## src/rtl/tdpt_pkg.sv

```systemverilog
// ----------------------------------------------------------------------------
// Trial division prime test: shared definitions
// Field widths, default parameter values, candidate class codes and the
// status bundle of the queue between the front and back ends.
// ----------------------------------------------------------------------------
package tdpt_pkg;

  localparam int CAND_W              = 24;
  localparam int VALUE_BITS_DEFAULT  = 24;
  localparam int QUEUE_DEPTH_DEFAULT = 4;
  localparam int CLASS_W             = 2;

  localparam logic [CLASS_W-1:0] CLASS_NOT_PRIME = 2'd0;
  localparam logic [CLASS_W-1:0] CLASS_PRIME     = 2'd1;
  localparam logic [CLASS_W-1:0] CLASS_TRIAL     = 2'd2;

  typedef struct packed {
    logic full;
    logic empty;
  } q_status_t;

endpackage

```

## src/rtl/tdpt_back.sv

```systemverilog
// ----------------------------------------------------------------------------
// Trial division prime test: back end
// Runs trial division over odd divisors with a one-bit-per-cycle remainder
// unit, and holds each finished result in an output register.
// ----------------------------------------------------------------------------
module tdpt_back #(
  parameter int VALUE_BITS = tdpt_pkg::VALUE_BITS_DEFAULT,
  parameter int EW         = VALUE_BITS + 1 + tdpt_pkg::CLASS_W
) (
  input  logic                        clk,
  input  logic                        rst,
  input  tdpt_pkg::q_status_t         q_status,
  input  logic [EW-1:0]               q_rdata,
  output logic                        q_pop,
  input  logic                        pop,
  output logic                        empty,
  output logic [tdpt_pkg::CAND_W-1:0] tested_value,
  output logic                        prime_flag,
  output logic                        last_of_range
);

  localparam int DW = VALUE_BITS / 2 + 2;
  localparam int SW = 2 * DW;
  localparam int BW = $clog2(VALUE_BITS);
  localparam int CW = tdpt_pkg::CAND_W;

  localparam logic [1:0] ST_IDLE  = 2'd0;
  localparam logic [1:0] ST_CHECK = 2'd1;
  localparam logic [1:0] ST_DIV   = 2'd2;
  localparam logic [1:0] ST_DONE  = 2'd3;

  logic [1:0]                   state;
  logic [VALUE_BITS-1:0]        n;
  logic                         mark;
  logic [tdpt_pkg::CLASS_W-1:0] cls;
  logic [DW-1:0]                d;
  logic [SW-1:0]                sq;
  logic [DW-1:0]                rem;
  logic [BW-1:0]                bitpos;
  logic                         prime;
  logic                         out_valid;
  logic [CW-1:0]                out_value;
  logic                         out_prime;
  logic                         out_last;

  logic [DW:0]                  rem_shift;
  logic [DW:0]                  rem_sub;
  logic [DW-1:0]                rem_new;
  logic                         sq_gt;
  logic                         out_load;

  assign rem_shift = {rem, n[bitpos]};
  assign rem_sub   = rem_shift - {1'b0, d};
  assign rem_new   = (rem_shift >= {1'b0, d}) ? rem_sub[DW-1:0] : rem_shift[DW-1:0];
  assign sq_gt     = sq > SW'(n);
  assign q_pop     = (state == ST_IDLE) && !q_status.empty;
  assign out_load  = (state == ST_DONE) && (!out_valid || pop);

  assign empty         = !out_valid;
  assign tested_value  = out_value;
  assign prime_flag    = out_prime;
  assign last_of_range = out_last;

  always_ff @(posedge clk) begin
    if (rst) begin
      state     <= ST_IDLE;
      out_valid <= 1'b0;
    end else begin
      unique case (state)
        ST_IDLE: begin
          if (!q_status.empty) begin
            state <= ST_CHECK;
          end
        end
        ST_CHECK: begin
          if (cls != tdpt_pkg::CLASS_TRIAL || sq_gt) begin
            state <= ST_DONE;
          end else begin
            state <= ST_DIV;
          end
        end
        ST_DIV: begin
          if (bitpos == '0) begin
            state <= (rem_new == '0) ? ST_DONE : ST_CHECK;
          end
        end
        ST_DONE: begin
          if (out_load) begin
            state <= ST_IDLE;
          end
        end
        default: state <= ST_IDLE;
      endcase
      if (out_load) begin
        out_valid <= 1'b1;
      end else if (pop) begin
        out_valid <= 1'b0;
      end
    end
  end

  always_ff @(posedge clk) begin
    unique case (state)
      ST_IDLE: begin
        n    <= q_rdata[EW-1 -: VALUE_BITS];
        mark <= q_rdata[tdpt_pkg::CLASS_W];
        cls  <= q_rdata[tdpt_pkg::CLASS_W-1:0];
        d    <= DW'(3);
        sq   <= SW'(9);
      end
      ST_CHECK: begin
        rem    <= '0;
        bitpos <= BW'(VALUE_BITS - 1);
        if (cls != tdpt_pkg::CLASS_TRIAL) begin
          prime <= (cls == tdpt_pkg::CLASS_PRIME);
        end else begin
          prime <= 1'b1;
        end
      end
      ST_DIV: begin
        rem    <= rem_new;
        bitpos <= bitpos - BW'(1);
        if (bitpos == '0) begin
          if (rem_new == '0) begin
            prime <= 1'b0;
          end else begin
            d  <= d + DW'(2);
            sq <= sq + SW'({d, 2'b00}) + SW'(4);
          end
        end
      end
      default: begin
      end
    endcase
    if (out_load) begin
      out_value <= CW'(n);
      out_prime <= prime;
      out_last  <= mark;
    end
  end

endmodule

```

## config.mk

```make
export PLATFORM = sky130hd
export DESIGN_NAME = tdpt_back
export DESIGN_NICKNAME = d
export VERILOG_FILES = /design/src/rtl/tdpt_pkg.sv /design/src/rtl/tdpt_back.sv
export SDC_FILE = /design/constraint.sdc
export NUM_CORES = 1
export LEC_CHECK = 0
export BUFFER_PORTS_ARGS = -buffer_cell sky130_fd_sc_hd__buf_4
export CORE_ASPECT_RATIO = 2
export CORE_MARGIN = 4
export CORE_UTILIZATION = 35
export DETAILED_ROUTE_END_ITERATION = 10
export HOLD_SLACK_MARGIN = 0.02
export SYNTH_ARGS = -nofsm -noshare
export SYNTH_HDL_FRONTEND = slang
export SYNTH_SLANG_ARGS = --single-unit
```

## constraint.sdc

```tcl
create_clock -name clk -period 9.6 [get_ports clk]
set_clock_uncertainty 0.1 [all_clocks]
set_input_delay 0.48 -clock clk [delete_from_list [all_inputs] [get_ports clk]]
set_output_delay 0.48 -clock clk [all_outputs]
set_load 0.05 [all_outputs]
```

Yosys cells after proc, flatten, opt, wreduce, memory -nomap -nowiden
Cells that the tools add are included.

word-level totals
  logic and storage cells = 69
  output and inout bits = 28
  flip-flop bits (word level) = 118

operators by class
  reductions and logical operators = 15
  add/sub/neg operators = 5
  multiplexer cells = 23
  $lt $le $gt $ge = 3
  eq/ne operators = 10

operators with widths
  cell                                                 number
  two-way mux 28 bit                                   2
  one-hot mux 14 bit (2 select lines)                  2
  one-hot mux 28 bit (2 select lines)                  1
  two-way mux 14 bit                                   3
  adder 28 x 16 -> 28 bit                              1
  adder 28 x 3 -> 28 bit, second input constant        1
  > comparator 28 x 24 -> 1 bit                        1
  >= comparator 15 x 14 -> 1 bit                       1
  adder 14 x 2 -> 14 bit, second input constant        1
  logical NOT 14 bit                                   1
  subtractor 14 bit                                    1
  inequality test 2 bit, second input constant         6
  one-hot mux 5 bit (2 select lines)                   1
  AND reduction 3 bit                                  3
  two-way mux 2 bit                                    4
  one-hot mux 2 bit (4 select lines)                   1
  two-way mux 1 bit                                    7
  < comparator 5 x 6 -> 1 bit, second input constant   1
  nonzero test 2 bit                                   3
  binary-select mux 1 bit (select 5 bit)               1
  logical NOT 5 bit                                    1
  subtractor 5 x 1 -> 5 bit, second input constant     1
  equality test 2 x 1 -> 1 bit, second input constant  2
  equality test 2 bit, second input constant           2
  other kinds (5)                                      8

Depth between registers and ports, before layout
Gate-level depths: netlist of the first run.

  word-level depth = 8
  depth in mapped cells = 17
  gate-level depth less buffers = 14

Worst setup path before layout of the first run
No wires, ideal clock.

  path kind = register -> register
  start point = reg bitpos[0]
  end point = reg d[10], enable pin
  period minus slack after synthesis = 6714 ps
  arrival = 6125 ps
  setup time = 489 ps
  required time = 9011 ps
  stages on the path, launching flop included = 18
  setup slack = 2886 ps
  buffers on the path = 3
  path through = edfxtp_1 buf_6 buf_8 mux2i_1 a22oi_1 and3_1 or3_1 clkbuf_1 fa_1 a211o_1 a211oi_1 o21bai_1 a21oi_1 a21o_1 a31oi_1 nor4bb_1 nand4_1 nor3b_1

on the way
  longest elaborated chain between the ends = 7
  elaborated cells between the ends (all ways) = 10

ends and longest elaborated chain
  what                                                                        RTL line                          source
  from (decl)                                                                 tdpt_back.sv:39                   logic [BW-1:0] bitpos;
  from (signal assigned)                                                      tdpt_back.sv:113                  bitpos <= BW'(VALUE_BITS - 1);
  from (signal assigned)                                                      tdpt_back.sv:122                  bitpos <= bitpos - BW'(1);
  binary-select mux 1 bit (select 5 bit)                                      tdpt_back.sv:52                   assign rem_shift = {rem, n[bitpos]};
  two-way mux 1 bit (not written as such)                                     tdpt_back.sv:52
  subtractor 14 bit / >= comparator 15 x 14 -> 1 bit (equally long branches)  tdpt_back.sv:53, tdpt_back.sv:54
  two-way mux 14 bit                                                          tdpt_back.sv:54                   assign rem_new = (rem_shift >= {1'b0, d}) ? rem_sub[DW-1:0] : rem_shift[DW-1:0];
  logical NOT 14 bit                                                          tdpt_back.sv:124                  if (rem_new == '0) begin
  inequality test 2 bit (no source line)                                      n/a
  AND reduction 3 bit (no source line) *                                      n/a
  to (signal assigned)                                                        tdpt_back.sv:127                  d <= d + DW'(2);
  to (decl)                                                                   tdpt_back.sv:36                   logic [DW-1:0] d;

Mark *: on every way between the ends. The rest lies on a longest branch, timed or not. The select of a mux whose other input is x is not followed.
A chain may end at the register's enable or synchronous reset.

Final worst setup path of the first run
  start point = reg bitpos[0]
  end point = reg sq[3], enable pin

on the way
  longest elaborated chain between the ends = 7
  elaborated cells between the ends (all ways) = 10

ends and longest elaborated chain
  what                                                                        RTL line                          source
  binary-select mux 1 bit (select 5 bit)                                      tdpt_back.sv:52
  two-way mux 1 bit (not written as such)                                     tdpt_back.sv:52
  subtractor 14 bit / >= comparator 15 x 14 -> 1 bit (equally long branches)  tdpt_back.sv:53, tdpt_back.sv:54
  two-way mux 14 bit                                                          tdpt_back.sv:54
  logical NOT 14 bit                                                          tdpt_back.sv:124
  inequality test 2 bit (no source line)                                      n/a
  AND reduction 3 bit (no source line) *                                      n/a
  to (signal assigned)                                                        tdpt_back.sv:128                  sq <= sq + SW'({d, 2'b00}) + SW'(4);
  to (decl)                                                                   tdpt_back.sv:37                   logic [SW-1:0] sq;

Marked as above.

==> results of run 1 <==
registers in the layout, indices dropped and copies added (netlist names):
name / count
prime: 1
tested_value: 24
state: 2
d: 13
sq: 25
n: 24
bitpos: 5
out_valid: 1
mark: 1
last_of_range: 1
prime_flag: 1
rem: 14
cls: 2
metal layers:
metal / up-vias / share of wire [%]
met5: - / 0
met3: 42 / 3.9
li1: 2414 / -
met1: 2448 / 33
met2: 160 / 59
met4: 0 / 3.6
area by class of cell:
cell class	count	area [sq um]	area share [%]
Sequential cell	114	3393	41.05
Multi-Input combinational cell	438	3254	39.37
Timing Repair Buffer	63	473.0	5.721
Clock buffer	19	432.9	5.237
Tap cell	259	324.1	3.920
Inverter	53	198.9	2.407
Clock inverter	13	190.2	2.301
how the worst max path moves through the flow:
stage | startpoint | end | slack (ns) | cells past startpoint
after floorplan | bitpos[0] | d[10] | 2.89 | 17
after global placement | bitpos[0] | d[1] | 4.12 | 15
after detailed placement | bitpos[0] | sq[4] | 4.05 | 15
after CTS | bitpos[0] | sq[4] | 4.03 | 15
after global routing | bitpos[0] | sq[3] | 3.85 | 15
final | bitpos[0] | sq[3] | 4.00 | 15
metrics by stage:
stage	std cells	utilization (%)	area [sq um]
floorplan	617	-	6918
global placement	927	39.46	7644
detailed placement	927	39.46	7644
CTS	959	42.68	8267
global route	959	42.68	8267
finish	959	42.68	8267
cells by family after synthesis:
group                    count (synthesis)  share of synthesized area, %
AO/OA/AOI/OAI                          125                         12.21
XOR/XNOR                                36                         4.558
adder cells (fa/ha/maj)                 71                         13.06
buffers and inverters                   65                         4.015
flip-flops                             114                         49.05
multiplexers                            21                         3.057
AND/OR/NAND/NOR                        185                         14.05
layout by cell type (no fill, tap or decap), types with 5 or more instances in the layout:
cell,n
sky130_fd_sc_hd__nor2_1,61
sky130_fd_sc_hd__xor2_1,9
sky130_fd_sc_hd__mux2i_1,20
sky130_fd_sc_hd__xnor2_1,27
sky130_fd_sc_hd__nand2_1,21
sky130_fd_sc_hd__nor2b_1,11
sky130_fd_sc_hd__a21o_1,16
sky130_fd_sc_hd__nand2b_1,8
sky130_fd_sc_hd__inv_1,52
sky130_fd_sc_hd__o21ai_0,26
sky130_fd_sc_hd__ha_1,69
sky130_fd_sc_hd__buf_4,63
sky130_fd_sc_hd__bufinv_16,5
sky130_fd_sc_hd__a22oi_1,5
sky130_fd_sc_hd__edfxtp_1,111
sky130_fd_sc_hd__a21oi_1,33
sky130_fd_sc_hd__and2_1,8
sky130_fd_sc_hd__nand3_1,7
sky130_fd_sc_hd__clkbuf_16,17
sky130_fd_sc_hd__nor3_1,14
sky130_fd_sc_hd__and3_1,6
sky130_fd_sc_hd__a31oi_1,7
sky130_fd_sc_hd__nand4_1,9
sky130_fd_sc_hd__or3_1,10
worst max-delay path, stage by stage, from the launching register on:
cell                       delay (ns)
sky130_fd_sc_hd__edfxtp_1        0.92
sky130_fd_sc_hd__mux2i_1         0.34
sky130_fd_sc_hd__a21oi_1         0.10
sky130_fd_sc_hd__and3_1          0.25
sky130_fd_sc_hd__or3_1           0.54
sky130_fd_sc_hd__fa_1            0.47
sky130_fd_sc_hd__a211o_1         0.31
sky130_fd_sc_hd__a211oi_1        0.27
sky130_fd_sc_hd__o21bai_1        0.17
sky130_fd_sc_hd__a21oi_1         0.36
sky130_fd_sc_hd__o22ai_1         0.15
sky130_fd_sc_hd__a31oi_1         0.30
sky130_fd_sc_hd__nor4bb_1        0.24
sky130_fd_sc_hd__nand4_1         0.23
sky130_fd_sc_hd__nor3b_2         0.22
sky130_fd_sc_hd__buf_4           0.29
where the power goes:
part / switching (uW) / leakage (uW) / internal [uW]
logic: 996 / 0.00198 / 641
registers: 155 / 0.00111 / 822
clock network: 219 / 0.000297 / 455
total: 1370 / 0.00339 / 1920
==> results.md, run 1 <==
Global routing:
- Global routing consumed, on the met3 layer, 2.428% of the routing resources.
- The met1 track demand over resource is 14.03%.
- The global-route wire length before repair is 26.94 mm.
- The maximum number of pins on one net before global-route repair is 51.
- The overall fraction of global-route tracks in use is 15.52%.
- met2 is the most crowded layer.
- The number of antenna violations at the first check in global routing is 0.
- The via count of the first global-routing pass was 5421.
- The total congestion overflow is 0.
- For met2 alone, demand over resource in global routing was 31.81%.

Hold path:
- The worst hold path begins at q_rdata[0].
- The number of instances on the worst hold path is 1.
- The hold path endpoint is cls[0].
- The min-delay analysis places its worst path in the category primary input to register.

Layout:
- At the end of the flow, the number of nets in the layout was 790.
- The number of diodes is 0.
- The proportion of layout cells with a drive suffix above 1 is 15.29%.
- The area added between synthesis and finish is 19.50%.
- Fill cells in the final layout number 1788.

Outcome:
- The run finished with clean final reports.

Logic synthesis:
- The average instance in the mapped netlist occupies 11.21 sq um.
- Of all cell types, the one taking the most synthesized area is sky130_fd_sc_hd__edfxtp_1.
- The primary flip-flop cell chosen by synthesis mapping is sky130_fd_sc_hd__edfxtp_1.
- The number of distinct library cells after synthesis is 65.
- Ranked by total cell area, the synthesized netlist is headed by sky130_fd_sc_hd__edfxtp_1 (48%), sky130_fd_sc_hd__ha_1 (12%), sky130_fd_sc_hd__xnor2_1 (3.4%).
- After synthesis the netlist holds a flip-flop and latch count of 114.
- After synthesis, the most frequently instantiated cells are sky130_fd_sc_hd__edfxtp_1 (111), sky130_fd_sc_hd__ha_1 (69), sky130_fd_sc_hd__nor2_1 (61).
- The Yosys step of the flow raised 0 warnings.
- The fraction of registers with async set/reset is 0%.
- The synthesized design contains 111 enable-type register cells.
- The number of cells produced by synthesis is 617.
- The top-area cell type share of the netlist area is 48.18%.
- The cell area after technology mapping is 0.006918 sq mm.
- The most frequent cell after synthesis is sky130_fd_sc_hd__edfxtp_1.
- After synthesis, flip-flops and latches occupy 49.05% of the total area.
- The net count after synthesis is 720.

Clock tree:
- The clock latency at the later pin of the worst-skew pair is 0.41 ns.
- The maximum clock insertion buffer count is 2.
- The total clock buffers created by CTS is 17.
- The post-CTS setup buffer count is 0.
- For this design, the sink count on the clock tree is 114.
- TritonCTS built the clock tree.
- The number of H-tree levels is 4.
- Clock-pin slew was measured on the worst setup and hold paths at 0.06 ns.
- For this design, the CTS-stage hold fixing added 0 buffers.
- CTS placed an instance of sky130_fd_sc_hd__clkbuf_16 at the clock tree root.
- After clock tree synthesis, the repair step resized 0 gates.

Critical path:
- In this run the worst path has a maximum fanout of 38.
- The classification of the worst setup path is register to register.
- STA classifies the critical path startpoint as a register.
- The startpoint of the most critical register-to-register path is bitpos[0].
- The worst setup path is captured at a register.
- The worst reg-to-reg path cell count is 15.
- The worst register-to-register path ends at sq[3].
- The data arrival time of the worst path is 5.61 ns.
- For flop-to-flop paths, the worst setup slack is 4.00 ns.
- For the worst setup path, the data required time is 9.61 ns.

Floorplan:
- The starting density of the core is 35.72%.
- The core footprint is 0.01937 sq mm.
- The die outline width is 107.4 um.
- The floorplan has 72 rows.
- The die is 206.8 um tall.
- The die footprint is 0.02221 sq mm.
- In this run the count of I/O pins placed on the die edge is 60.

Routing:
- The remaining routing DRC violations is 0.
- The number of optimization iterations in the first detailed-route pass is 4.
- The wire length per cell is 17.57 um.
- The remaining antenna violation count is 0.
- The count of vias placed by the detailed router is 5064.
- For this block, the initial DRC count from the detailed router was 290.
- The final wirelength is 16.85 mm.
- In the routed layout, each cell is associated on average with a via count of 5.281.

STA:
- The number of max-slew violations in the final report came to 0.
- Hold timing on the final database bottoms out at a slack of 0.1372 ns.
- The setup TNS is 0 ns.
- The minimum setup slack in the final design is 3.997 ns.
- The worst path needs 5.603 ns of the cycle, external delays included.
- For the pin with the worst max-slew slack, the measured transition is 1.065 ns.
- Setup violations remaining at the end of the flow were counted as 0.
- Timing would allow up to 178.5 MHz.
- The number of hold violations in the final report is 0.
- The normalized max-slew margin is 29.01%.
- In the finished design, the share of the clock period the worst path needs comes to 58.37%.
- Setup repair after global routing left no endpoint under its margin.

Placement:
- The HPWL after detailed placement is 12.81 mm.
- In this run the tool buffered the top-level ports with 58 buffer cells.
- Before CTS, the worst setup slack after placement is 4.051 ns.
- The weighted congestion at the end of routability-driven global placement is 0.9212.

Power:
- The total power is 3289 uW.
- The peak supply drop is 0.1446 mV.
- For this design the static power due to leakage is 0.003388 uW.
- For this design the ratio of total power to cell area is 397.8 mW/mm^2.

Flow run:
- The max-capacitance violation count is 0.
(Power assumes the default switching activity.)
==> run 2: changes to the inputs <==
==> constraint.sdc (replaced) <==
create_clock -name clk -period 5.7 [get_ports clk]
set_clock_uncertainty 0.1 [all_clocks]
set_input_delay 0.285 -clock clk [delete_from_list [all_inputs] [get_ports clk]]
set_output_delay 0.285 -clock clk [all_outputs]
set_load 0.05 [all_outputs]
==> results.md, run 2 (synthesis results as in run 1) <==
Outcome:
- The run finished with clean final reports.

STA:
- The share of the clock period used by the worst path is 93.12%.
- Measured against its own limit, the worst slew margin works out to 36.97%.
- The number of hold violations in the final report is 0.
- Setup repair after global routing left no endpoint under its margin.
- The minimum clock period after layout is 5.308 ns.
- The setup-violating endpoint count in the final report is 0.
- The number of max-slew violations in the final report is 0.
- In the final timing run, aggregate negative setup slack is 0 ns.
- Static timing analysis puts the maximum clock frequency at 188.4 MHz.
- For the pin with the worst max-slew slack, the measured transition is 0.9454 ns.

Critical path:
- The startpoint of the most critical register-to-register path is bitpos[0].
- The required arrival time at the worst endpoint is 5.65 ns.
- The data arrival time of the worst path is 5.26 ns.
- Along the worst path, the maximum fanout reaches 38.
- The launch point of the worst path is bitpos[0].
- The classification of the worst setup path is register to register.
- The type of element capturing the critical path is a register.
- The startpoint kind of the worst setup timing path is a register.

Global routing:
- Entering global routing, the biggest net connects 51 pins.
- The first global-routing pass estimated 27.07 mm of wire.
- The via count of the first global-routing pass is 5532.
- The overall fraction of global-route tracks in use is 15.88%.
- The total congestion overflow is 0.
- The number of antenna violations at the first check in global routing is 0.

Power:
- For this design the static power due to leakage is 0.003509 uW.
- Dividing total power by cell area gives a power density of 652.8 mW/mm^2.
- IR analysis of the VDD net gives a maximum drop of 0.2442 mV.

Placement:
- The HPWL after detailed placement is 13.02 mm.
- The weighted congestion at the end of routability-driven global placement is 0.8442.
- The total instance count after detailed placement is 927.
- Buffers placed on the I/O ports in this run total 58.

Floorplan:
- The chip height is 206.8 um.
- In this run the core area contains 72 standard-cell rows.
- From left edge to right edge, the die measures 107.4 um.
- The die footprint is 0.02221 sq mm.
- The count of boundary I/O pins is 60.
- For this configuration, the core starts out at a cell density of 35.72%.
- The core footprint is 0.01937 sq mm.

Layout:
- The library cells used most frequently in the layout, excluding fill and tap cells, are sky130_fd_sc_hd__edfxtp_1 (111), sky130_fd_sc_hd__ha_1 (69), sky130_fd_sc_hd__buf_4 (63).
- The register with the most flip-flops is sq.
- The filler cell count in the final layout is 1738.
- The proportion of layout cells with a drive suffix above 1 is 14.70%.
- Summing all multi-input logic gate instances after layout gives 0.003261 sq mm.
- The number of flip-flops in the largest register is 25.
- The repair_antennas step left the layout with diodes totalling 0.
- The sequential cell area is 0.003393 sq mm.
- The commonest non-fill, non-tap cell in the layout is sky130_fd_sc_hd__edfxtp_1.
- The area added between synthesis and finish is 23.66%.
- The final layout net count is 818.
- Once layout is complete, the cells apart from fillers number 987.

Clock tree:
- The clock edge transition at the registers on the reported setup and hold paths is 0.05 ns.
- The CTS sink count is 114.
- TritonCTS built the clock tree.
- The clock latency at the later pin of the worst-skew pair is 0.42 ns.
- The number of buffers inserted by hold repair at cts is 28.
- The H-tree was split into 4 levels.
- The clock passes through at most 2 buffers.
- The total clock buffers created by CTS is 17.
- Gates resized during post-CTS repair numbered 0.
- The root buffer cell is sky130_fd_sc_hd__clkbuf_16.
- After clock tree synthesis, the setup repair step added 0 buffers.

Routing:
- The number of optimization iterations in the first detailed-route pass is 5.
- The wire length per cell is 17.41 um.
- The count of nets left with antenna violations once routing finished came out at 0.
- The final wirelength is 17.18 mm.
- The remaining routing DRC violations is 0.
- Across all layers, the routed design uses 5162 vias.
- For this block, the initial DRC count from the detailed router was 204.
- The ratio of routed vias to standard cells is 5.230.

Hold path:
- The classification of the worst-slack hold path is primary input to register.
- The worst hold path begins at pop.

Flow run:
- The tool flagged a number of max-cap violations equal to 0.
-- run 2: changes by cell type in the layout (fill, tap and decap cells not counted) --
| cell | previous run | this run |
|---|---|---|
| sky130_fd_sc_hd__clkinv_2 | 2 | 3 |
| sky130_fd_sc_hd__clkbuf_1 | 2 | 3 |
| sky130_fd_sc_hd__dlygate4sd3_1 | 0 | 28 |
| sky130_fd_sc_hd__clkinv_1 | 4 | 3 |
| sky130_fd_sc_hd__inv_2 | 1 | 0 |
| sky130_fd_sc_hd__nor3b_2 | 1 | 0 |
| sky130_fd_sc_hd__nor3b_4 | 0 | 1 |
-- run 2: worst paths after layout --
check             cells past startpoint       endpoint  slack (ns)
setup / recovery                     15          sq[5]        0.39
hold / removal                        4      out_valid        0.09
setup reg to reg                     15          sq[5]        0.39
hold reg to reg                       0  last_of_range        0.32
-- run 2: power by group --
part | total, uW | internal (uW) | switching, uW
combinational | 2780 | 1110 | 1670
clock | 1140 | 769 | 373
sequential | 1670 | 1390 | 280
-- run 2: through the flow --
step / hold slack (ns) / utilization (%) / total power, uW / instance area, sq um / setup slack [ns]
2_1_floorplan: 0.2512 / - / 3673 / 6923 / 0.3516
3_3_place_gp: 0.3135 / 39.50 / 4325 / 7650 / 0.5375
3_5_place_dp: 0.3124 / 39.50 / 4429 / 7650 / 0.4250
4_1_cts: 0.07070 / 44.17 / 5605 / 8554 / 0.4147
5_1_grt: 0.09346 / 44.17 / 5969 / 8554 / 0.1421
6_report: 0.08657 / 44.17 / 5584 / 8554 / 0.3920
-- run 2: final cells by class --
class	instances	area share (%)
clock inverter	12	2.194
tap	259	3.788
clock buffer	20	5.105
multi-input combinational	438	38.12
timing repair buffer	91	8.805
sequential	114	39.67
inverter	53	2.326
-- run 2: worst max-delay path, cell delays in order (launching register included) --
cell	delay [ns]
sky130_fd_sc_hd__edfxtp_1	0.84
sky130_fd_sc_hd__mux2i_1	0.27
sky130_fd_sc_hd__a22oi_1	0.10
sky130_fd_sc_hd__and3_1	0.22
sky130_fd_sc_hd__or3_1	0.52
sky130_fd_sc_hd__fa_1	0.47
sky130_fd_sc_hd__a211o_1	0.32
sky130_fd_sc_hd__a211oi_1	0.27
sky130_fd_sc_hd__o21bai_1	0.17
sky130_fd_sc_hd__a21oi_1	0.32
sky130_fd_sc_hd__a21o_1	0.17
sky130_fd_sc_hd__a31oi_1	0.12
sky130_fd_sc_hd__nor4bb_1	0.15
sky130_fd_sc_hd__nand4_1	0.20
sky130_fd_sc_hd__nor3b_4	0.20
sky130_fd_sc_hd__buf_4	0.47
-- run 2: routing by layer --
metal  vias to the layer above  routed length, um  track usage (%)
met5                         -                  0                0
met4                         0               1065            11.11
met3                        56                458            2.241
met2                       141               9803            31.68
met1                      2490               5854            14.05
li1                       2475                  -                -
